<file path="config.mk">
export PLATFORM = sky130hd
export DESIGN_NAME = trailer_framed_packet_receiver
export DESIGN_NICKNAME = d
export VERILOG_FILES = /design/src/hw/rtl/tfpr_pkg.sv /design/src/hw/rtl/tfpr_datapath.sv /design/src/hw/rtl/tfpr_ctrl.sv /design/src/hw/rtl/trailer_framed_packet_receiver.sv
export SDC_FILE = /design/constraint.sdc
export NUM_CORES = 1
export LEC_CHECK = 0
export ABC_AREA = 1
export BUFFER_PORTS_ARGS = -buffer_cell sky130_fd_sc_hd__buf_4
export CORE_MARGIN = 2
export CORE_UTILIZATION = 25
export DETAILED_ROUTE_END_ITERATION = 8
export SYNTH_ARGS = -nofsm -noshare
export SYNTH_HDL_FRONTEND = slang
export SYNTH_SLANG_ARGS = --single-unit
</file>
<file path="constraint.sdc">
create_clock -name clock -period 6.7 [get_ports clock]
set_input_delay 1.34 -clock clock [delete_from_list [all_inputs] [get_ports clock]]
set_output_delay 1.34 -clock clock [all_outputs]
set_load 0.05 [all_outputs]
</file>
<file path="src/hw/rtl/tfpr_pkg.sv">
// shared constants, codes and command/status types of the trailer framed packet receiver
`timescale 1ns / 1ps
`default_nettype none

package tfpr_pkg;

   // frame store geometry
   localparam int BufSize  = 64;
   localparam int IdCount  = 16;
   localparam int HdrBytes = 8;
   localparam int AddrW    = $clog2(BufSize);
   localparam int PosW     = $clog2(BufSize + 1);
   localparam int CmpW     = (PosW > 9) ? PosW + 1 : 10;

   // trailer bytes, oldest first
   localparam logic [7:0] Trail0 = 8'h68;
   localparam logic [7:0] Trail1 = 8'h69;
   localparam logic [7:0] Trail2 = 8'h70;

   // result kinds
   localparam logic KindHeader  = 1'b0;
   localparam logic KindPayload = 1'b1;

   // status codes
   localparam logic [1:0] StatusOk       = 2'd0;
   localparam logic [1:0] StatusChecksum = 2'd1;
   localparam logic [1:0] StatusBadId    = 2'd2;
   localparam logic [1:0] StatusOverflow = 2'd3;

   // controller to datapath commands
   typedef struct packed {
      logic wr;
      logic scan_start;
      logic scan_issue;
      logic latch_status;
      logic pay_start;
      logic pay_issue;
      logic show_pay;
   } cmd_type;

   // datapath to controller status
   typedef struct packed {
      logic trailer;
      logic scan_more;
      logic hdr_last;
      logic pay_last;
   } sts_type;

endpackage

`default_nettype wire

</file>
<file path="src/hw/rtl/tfpr_datapath.sv">
// datapath: frame store, trailer match, checksum sums, header fields and result mux
`timescale 1ns / 1ps
`default_nettype none

module tfpr_datapath (
   input  wire logic             clock,
   input  wire logic             reset,
   input  wire tfpr_pkg::cmd_type cmd,
   output tfpr_pkg::sts_type     sts,
   input  wire logic [7:0]       req_rx_byte,
   output logic                  rsp_kind,
   output logic [7:0]            rsp_packet_id,
   output logic [7:0]            rsp_payload_len,
   output logic [31:0]           rsp_timestamp,
   output logic [1:0]            rsp_status,
   output logic [7:0]            rsp_data_byte,
   output logic                  rsp_last
);

   // frame store and per-entry written flags
   logic [7:0]                   store [tfpr_pkg::BufSize];
   logic [tfpr_pkg::BufSize-1:0] vld_ff;
   logic [7:0]                   mem_q_ff;
   logic                         vld_q_ff;

   // write side
   logic [tfpr_pkg::PosW-1:0]    wp_ff, wp_in, wp_eff;
   logic [7:0]                   hist0_ff, hist1_ff;
   logic [tfpr_pkg::AddrW-1:0]   wr_addr;

   // scan side
   logic [tfpr_pkg::PosW-1:0]    rd_idx_ff, rd_idx_in;
   logic [tfpr_pkg::PosW-1:0]    tag_ff;
   logic                         pend_ff, pend_in;
   logic [tfpr_pkg::AddrW-1:0]   rd_addr;
   logic                         rd_en;

   // frame fields and sums
   logic [7:0]                   id_ff, len_ff, s1_ff, s2_ff, s1_in, s2_in;
   logic [31:0]                  ts_ff;
   logic [15:0]                  chk_ff;
   logic [1:0]                   status_ff, status_in;
   logic [7:0]                   byte_rd;
   logic [tfpr_pkg::CmpW-1:0]    end_pos;
   logic                         ovf;
   logic                         accum;

   // write position wrap and advance
   always_comb begin
      wp_eff  = (wp_ff >= tfpr_pkg::PosW'(tfpr_pkg::BufSize)) ? '0 : wp_ff;
      wr_addr = wp_eff[tfpr_pkg::AddrW-1:0];
      wp_in = wp_ff;
      if (cmd.wr) begin
         wp_in = sts.trailer ? '0 : tfpr_pkg::PosW'(wp_eff + tfpr_pkg::PosW'(1));
      end
   end

   // trailer match on the incoming byte, frame end position and overflow
   always_comb begin
      sts.trailer = (wp_eff >= tfpr_pkg::PosW'(3)) && (req_rx_byte == tfpr_pkg::Trail2) &&
                    (hist1_ff == tfpr_pkg::Trail1) && (hist0_ff == tfpr_pkg::Trail0);
      end_pos = tfpr_pkg::CmpW'(tfpr_pkg::HdrBytes) + tfpr_pkg::CmpW'(len_ff);
      ovf     = end_pos > tfpr_pkg::CmpW'(tfpr_pkg::BufSize);
      sts.scan_more = (rd_idx_ff < tfpr_pkg::PosW'(tfpr_pkg::HdrBytes)) ||
                      (!ovf && (tfpr_pkg::CmpW'(rd_idx_ff) < end_pos));
      sts.pay_last  = tfpr_pkg::CmpW'(rd_idx_ff) == end_pos;
      sts.hdr_last  = (status_ff != tfpr_pkg::StatusOk) || (len_ff == 8'h00);
   end

   // read index and pending-read tracking
   always_comb begin
      rd_addr   = rd_idx_ff[tfpr_pkg::AddrW-1:0];
      rd_en     = cmd.scan_issue || cmd.pay_issue;
      rd_idx_in = rd_idx_ff;
      if (cmd.scan_start) begin
         rd_idx_in = '0;
      end else if (cmd.pay_start) begin
         rd_idx_in = tfpr_pkg::PosW'(tfpr_pkg::HdrBytes);
      end else if (rd_en) begin
         rd_idx_in = tfpr_pkg::PosW'(rd_idx_ff + tfpr_pkg::PosW'(1));
      end
      pend_in = cmd.scan_issue;
   end

   // running sums over the returned byte
   always_comb begin
      byte_rd = vld_q_ff ? mem_q_ff : 8'h00;
      accum   = (tag_ff < tfpr_pkg::PosW'(6)) ||
                (tag_ff >= tfpr_pkg::PosW'(tfpr_pkg::HdrBytes));
      s1_in   = s1_ff;
      s2_in   = s2_ff;
      if (cmd.scan_start) begin
         s1_in = 8'h00;
         s2_in = 8'h00;
      end else if (pend_ff && accum) begin
         s1_in = s1_ff + byte_rd;
         s2_in = s2_ff + s1_in;
      end
   end

   // frame status: overflow, then checksum, then id range
   always_comb begin
      if (ovf) begin
         status_in = tfpr_pkg::StatusOverflow;
      end else if (chk_ff != {s2_ff, s1_ff}) begin
         status_in = tfpr_pkg::StatusChecksum;
      end else if ({1'b0, id_ff} >= 9'(tfpr_pkg::IdCount)) begin
         status_in = tfpr_pkg::StatusBadId;
      end else begin
         status_in = tfpr_pkg::StatusOk;
      end
   end

   // control registers
   always_ff @(posedge clock) begin
      if (reset) begin
         wp_ff     <= '0;
         rd_idx_ff <= '0;
         pend_ff   <= 1'b0;
         vld_ff    <= '0;
         hist0_ff  <= 8'h00;
         hist1_ff  <= 8'h00;
      end else begin
         wp_ff     <= wp_in;
         rd_idx_ff <= rd_idx_in;
         pend_ff   <= pend_in;
         if (cmd.wr) begin
            vld_ff[wr_addr] <= 1'b1;
            hist0_ff        <= hist1_ff;
            hist1_ff        <= req_rx_byte;
         end
      end
   end

   // frame store write and registered read
   always_ff @(posedge clock) begin
      if (cmd.wr) begin
         store[wr_addr] <= req_rx_byte;
      end
      if (rd_en) begin
         mem_q_ff <= store[rd_addr];
         vld_q_ff <= vld_ff[rd_addr];
         tag_ff   <= rd_idx_ff;
      end
   end

   // header fields captured during the scan
   always_ff @(posedge clock) begin
      s1_ff <= s1_in;
      s2_ff <= s2_in;
      if (cmd.latch_status) begin
         status_ff <= status_in;
      end
      if (pend_ff) begin
         case (tag_ff)
            tfpr_pkg::PosW'(0): id_ff          <= byte_rd;
            tfpr_pkg::PosW'(1): len_ff         <= byte_rd;
            tfpr_pkg::PosW'(2): ts_ff[7:0]     <= byte_rd;
            tfpr_pkg::PosW'(3): ts_ff[15:8]    <= byte_rd;
            tfpr_pkg::PosW'(4): ts_ff[23:16]   <= byte_rd;
            tfpr_pkg::PosW'(5): ts_ff[31:24]   <= byte_rd;
            tfpr_pkg::PosW'(6): chk_ff[7:0]    <= byte_rd;
            tfpr_pkg::PosW'(7): chk_ff[15:8]   <= byte_rd;
            default: ;
         endcase
      end
   end

   // result fields
   always_comb begin
      rsp_kind        = cmd.show_pay ? tfpr_pkg::KindPayload : tfpr_pkg::KindHeader;
      rsp_packet_id   = id_ff;
      rsp_payload_len = len_ff;
      rsp_timestamp   = ts_ff;
      rsp_status      = status_ff;
      rsp_data_byte   = cmd.show_pay ? byte_rd : 8'h00;
      rsp_last        = cmd.show_pay ? sts.pay_last : sts.hdr_last;
   end

endmodule

`default_nettype wire

</file>
<file path="src/hw/rtl/tfpr_ctrl.sv">
// controller: sequences byte intake, checksum scan, header and payload transfers
`timescale 1ns / 1ps
`default_nettype none

module tfpr_ctrl (
   input  wire logic              clock,
   input  wire logic              reset,
   input  wire logic              req_valid,
   output logic                   req_stall,
   output logic                   rsp_valid,
   input  wire logic              rsp_stall,
   input  wire tfpr_pkg::sts_type sts,
   output tfpr_pkg::cmd_type      cmd
);

   localparam logic [2:0] StIdle  = 3'd0;
   localparam logic [2:0] StScan  = 3'd1;
   localparam logic [2:0] StCheck = 3'd2;
   localparam logic [2:0] StHdr   = 3'd3;
   localparam logic [2:0] StPRd   = 3'd4;
   localparam logic [2:0] StPay   = 3'd5;

   logic [2:0] state_ff, state_in;

   // next state and commands
   always_comb begin
      state_in  = state_ff;
      cmd       = '0;
      req_stall = 1'b1;
      rsp_valid = 1'b0;
      unique case (state_ff)
         StIdle: begin
            req_stall = 1'b0;
            if (req_valid) begin
               cmd.wr = 1'b1;
               if (sts.trailer) begin
                  cmd.scan_start = 1'b1;
                  state_in       = StScan;
               end
            end
         end
         StScan: begin
            if (sts.scan_more) begin
               cmd.scan_issue = 1'b1;
            end else begin
               state_in = StCheck;
            end
         end
         StCheck: begin
            cmd.latch_status = 1'b1;
            state_in         = StHdr;
         end
         StHdr: begin
            rsp_valid = 1'b1;
            if (!rsp_stall) begin
               if (sts.hdr_last) begin
                  state_in = StIdle;
               end else begin
                  cmd.pay_start = 1'b1;
                  state_in      = StPRd;
               end
            end
         end
         StPRd: begin
            cmd.pay_issue = 1'b1;
            state_in      = StPay;
         end
         StPay: begin
            rsp_valid    = 1'b1;
            cmd.show_pay = 1'b1;
            if (!rsp_stall) begin
               state_in = sts.pay_last ? StIdle : StPRd;
            end
         end
         default: begin
            state_in = StIdle;
         end
      endcase
   end

   // state register
   always_ff @(posedge clock) begin
      if (reset) begin
         state_ff <= StIdle;
      end else begin
         state_ff <= state_in;
      end
   end

   // no input transfer while a result is offered
   a_rsp_blocks_req: assert property (@(posedge clock) disable iff (reset)
      rsp_valid |-> req_stall)
      else $error("input taken while a result is pending");

   // a trailer transfer starts the scan
   a_trailer_scan: assert property (@(posedge clock) disable iff (reset)
      (req_valid && !req_stall && sts.trailer) |=> (state_ff == StScan))
      else $error("trailer did not start the scan");

   // store port used by one operation at a time
   a_port_excl: assert property (@(posedge clock) disable iff (reset)
      $onehot0({cmd.wr, cmd.scan_issue, cmd.pay_issue, cmd.latch_status}))
      else $error("conflicting frame store commands");

endmodule

`default_nettype wire

</file>
<file path="src/hw/rtl/trailer_framed_packet_receiver.sv">
// top level of the trailer framed packet receiver
`timescale 1ns / 1ps
`default_nettype none

// Receives serial bytes one per transfer into a 64-byte frame store and watches for the
// trailer 0x68 0x69 0x70. A byte that does not complete a trailer leaves the receiver idle
// and ready for the next byte. A byte that completes one holds off input while the frame
// is walked through the single read port of the store: a checksum scan over the header and,
// unless the length overflows the store, the payload, then a check step that latches the
// status, then the header result and, for an accepted frame, the payload results, each read
// and then presented. The store reads as zero after reset through one written flag per
// entry; no clearing pass is needed.
module trailer_framed_packet_receiver (
   input  wire logic        clock,
   input  wire logic        reset,
   input  wire logic        req_valid,
   output logic             req_stall,
   input  wire logic [7:0]  req_rx_byte,
   output logic             rsp_valid,
   input  wire logic        rsp_stall,
   output logic             rsp_kind,
   output logic [7:0]       rsp_packet_id,
   output logic [7:0]       rsp_payload_len,
   output logic [31:0]      rsp_timestamp,
   output logic [1:0]       rsp_status,
   output logic [7:0]       rsp_data_byte,
   output logic             rsp_last
);

   tfpr_pkg::cmd_type cmd;
   tfpr_pkg::sts_type sts;

   // sequencing
   tfpr_ctrl u_ctrl (
      .clock     (clock),
      .reset     (reset),
      .req_valid (req_valid),
      .req_stall (req_stall),
      .rsp_valid (rsp_valid),
      .rsp_stall (rsp_stall),
      .sts       (sts),
      .cmd       (cmd)
   );

   // storage and arithmetic
   tfpr_datapath u_datapath (
      .clock           (clock),
      .reset           (reset),
      .cmd             (cmd),
      .sts             (sts),
      .req_rx_byte     (req_rx_byte),
      .rsp_kind        (rsp_kind),
      .rsp_packet_id   (rsp_packet_id),
      .rsp_payload_len (rsp_payload_len),
      .rsp_timestamp   (rsp_timestamp),
      .rsp_status      (rsp_status),
      .rsp_data_byte   (rsp_data_byte),
      .rsp_last        (rsp_last)
   );

endmodule

`default_nettype wire

</file>
==> metrics.md <==
| Metric | Value |
|---|---|
| Clk slew on worst S/H paths | 0.06 ns |
| Hold Vio Cnt, Final | 0 |
| Final Cycle Share | 61.78% |
| Worst-margin pin slew | 1.161 ns |
| Drt pass-1 iters | 6 |
| Top-area cell type share of the netlist area | 62.07% |
| # Max-Cap Violations | 0 |
| Setup crit end kind | primary output |
| Clock power frac | 34.1% |
| Final worst path period need | 4.139 ns |
| IO Pins | 74 |
| Post-synth top flop | edfxtp_1 |
| Cts bufs inserted | 72 |
| Via density | roughly 4.8 |
| Crit-path cells | inv_8, ha_1, nand4_1, nand2_1, inv_1, a31oi_1, buf_4 |
| Final nets | 2566 |
| Post-synth top area cell | edfxtp_1 |
| Worst rel slew slack | 22.54% |
| Remaining DRCs | 0 |
| Hpwl dp | 48420 um |
| Crit Path Category | reg -> out |
| Syn Inst Count | 2492 |
| Max Buffers Root-to-Sink | 3 |
| Critical path startpoint category | flop |
| Post-route setup TNS | 0 ns |
| Comb pwr share | 22.2% |
| Initial antenna violation count | 1 |
| Clk_skew | 0.02290 ns |
| DIE AREA | 117700 um^2 |
| Core area | 114200 um^2 |
| Syn Std Cell Area | 28740 um^2 |
| Net Sw Power | 3.797 mW |
| Gr ovfl total | 0 |
| Sequential area share after synthesis | 70.01% |
| Internal power | 8.178 mW |
| Post-route cell area | 33180 um^2 |
| Synth Register Bits | 708 |
| Vias in the first global route | 18.56k |
| Top post-synthesis cells by area | edfxtp_1, dfxtp_1, nor2_1 |
| Hold Crit Class | reg -> reg |
| Largest net degree at the start of global routing | 113 |
| Initial Utilization | 25.17% |
| Max-slew violation count | 0 |
| Drt first-iter violations | 2081 |
| Power Density | 361.0 nW/um^2 |
| FMAX | 241.6 MHz |
| Switching Share | 31.71% |
| PostCTS Resize Cnt | 0 |
| Post-CTS Hold Fix Bufs | 0 |
| DR vias | 19.56k |
| Synth-to-layout area growth | 15.44% |
| TritonCTS clock tree | built |
| Antenna Cells | 0 |
| Final setup viols | 0 |
| Setup ws final | between 2 and 3 ns |
| Number of flops mapped to enable cells by yosys | 594 |
| Crit path max fanout | between 100 and 150 |
| Ratio of cells with drive above 1 in the final layout | 9.927% |
| Synth cell types | 49 |
| Maximum vdd drop | about 170 uV |
| CTS root buffer | clkbuf_16 |
| First-pass GRT wire length | 119700 um |
| Die height | 343.1 um |
| Overall die width | 343.1 um |
| Skew-Pair Late Insertion Delay | 0.64 ns |
| Port buffer count | 73 |
| Max stage delay cell, worst path | dfxtp_4 |
| Seq pwr share | ~44% |
| Dpl ws | 2.346 ns |
| Yosys warning total | 0 |
| GPL Wtd Cong | 0.8358 |
| Placed instance area | 30780 um^2 |
| Site row count | 124 |
| Worst Path Required | 5.36 ns |
| CP max stage delay | approximately 0.72 ns |
| GRT Util Overall | 13.39% |
| Post-Route WL | roughly 80000 um |
| Clock sink total | 708 |
| RSZ-0062 raised after global routing | false |
| Status | completed |
| Syn_area_per_cell | 11.53 um^2 |
| Ys async rst share | 0% |
| Leak Pwr | ~11 nW |
| Syn_nets | 2527 |
| Postcts setup bufs | 0 |
| Worst Path Arrival | about 2.8 ns |
| Wirelength per Cell | 19.59 um |
| DRT antenna net count | 0 |
| Total number of H-tree levels | 3 |
[logic make-up after synthesis]
kind of cell / after synthesis / synth area share [%]
compound gates: 572 / 11.44
xor+xnor: 24 / 0.7314
fa+ha+maj: 23 / 1.027
buf+inv: 249 / 3.627
flops: 708 / 70.01
simple gates: 916 / 13.17
[layer usage]
layer | vias to the layer above | track usage, % | wire length [um]
met5 | - | 0 | 10
met3 | 128 | 2.887 | 7415
li1 | 8986 | - | -
met1 | 9527 | 19.12 | 35690
met2 | 921 | 20.31 | 35240
met4 | 2 | 3.948 | 2003
[sequential cells by signal (all words and copies together), names as in the netlist]
register,count
u_datapath.vld_ff,64
u_datapath.s2_ff,8
u_datapath.pend_ff,1
u_datapath.chk_ff,16
u_datapath.wp_ff,7
u_datapath.rd_idx_ff,7
u_datapath.tag_ff,7
u_datapath.hist0_ff,8
u_datapath.rsp_payload_len,8
u_datapath.rsp_packet_id,8
u_datapath.rsp_status,2
u_ctrl.state_ff,3
u_datapath.mem_q_ff,8
u_datapath.s1_ff,8
u_datapath.store,512
u_datapath.hist1_ff,8
u_datapath.vld_q_ff,1
u_datapath.rsp_timestamp,32
[final timing paths]
| kind | from | to | slack (ns) | depth (start not counted) |
|---|---|---|---|---|
| worst max-delay path | u_datapath.rd_idx_ff[0] | rsp_last | 2.56 | 7 |
| worst min-delay path | u_datapath.vld_ff[46] | u_datapath.vld_ff[46] | 0.46 | 1 |
| worst max register to register | u_datapath.rd_idx_ff[0] | u_datapath.mem_q_ff[4] | 3.01 | 8 |
| worst min register to register | u_datapath.vld_ff[46] | u_datapath.vld_ff[46] | 0.46 | 1 |
[cells in the mapped netlist, types with 3 or more instances]
library cell and n:
o21ai_0 325, a21oi_2 6, nand3_1 73, o22ai_1 97, nor2_2 7, nor3_1 16, nand2_2 6, inv_1 105
o211ai_1 34, buf_2 45, a211oi_1 3, clkbuf_1 76, buf_4 7, a31oi_1 8, nand2_1 193, clkinv_1 4
nor2_1 580, o21ai_1 6, o221ai_1 35, nand2_4 4, buf_1 3, xor2_1 22, nand4_1 16, nor4_1 4
dfxtp_1 114, buf_6 3, or2_2 4, ha_1 22, edfxtp_1 594, nand3_2 3, inv_2 5, a21oi_1 42
o21a_1 7, o21bai_1 3
[cell usage in the layout (no fill, tap or decap), types with 7 or more instances in the layout]
| cell | n |
|---|---|
| xor2_1 | 22 |
| o21ai_0 | 325 |
| clkbuf_16 | 73 |
| nand4_1 | 16 |
| o21a_1 | 7 |
| nand3_1 | 73 |
| a21oi_1 | 42 |
| nand2_1 | 193 |
| clkinv_1 | 9 |
| buf_4 | 99 |
| nor3_1 | 16 |
| inv_1 | 105 |
| nor2_1 | 580 |
| a31oi_1 | 8 |
| clkbuf_1 | 17 |
| o221ai_1 | 35 |
| clkinv_2 | 13 |
| nor2_2 | 7 |
| o22ai_1 | 97 |
| o211ai_1 | 34 |
| edfxtp_1 | 594 |
| dfxtp_1 | 111 |
| clkbuf_8 | 9 |
| ha_1 | 22 |
[cell type report]
class	instances	area, um^2
Clock buffer	99	2014
Clock inverter	33	379.1
Fill cell	11659	81010
Inverter	115	441.7
Multi-Input combinational cell	1535	7577
Sequential cell	708	20130
Tap cell	1512	1892
Timing Repair Buffer	99	743.2
[power by group through the flow]
stage	logic [mW]	registers, mW	clock network [mW]
after floorplan	1.87	5.25	0
after global placement	2.61	5.32	0
after detailed placement	2.62	5.33	0
after CTS	2.64	5.23	4.13
after global routing	2.94	5.26	4.31
final	2.65	5.24	4.09
[through the flow]
| stage | power, mW | hold slack [ns] | util (%) | std cells |
|---|---|---|---|---|
| floorplan | 7.117 | 0.4288 | - | 2492 |
| global placement | 7.931 | 0.4439 | 26.96 | 3969 |
| detailed placement | 7.949 | 0.4518 | 26.96 | 3969 |
| CTS | 12.01 | 0.4652 | 29.05 | 4101 |
| global route | 12.51 | 0.4777 | 29.05 | 4101 |
| finish | 11.98 | 0.4591 | 29.05 | 4101 |
[critical path: cells and delay by family (launching register included)]
kind                     cells  cell delay (ns)
flip-flops                   1             0.72
AND/OR/NAND/NOR              2             0.21
buffers and inverters        3             0.64
adder cells (fa/ha/maj)      1             0.39
AO/OA/AOI/OAI                1             0.19
No activity file was read; power rests on OpenSTA's default activity.
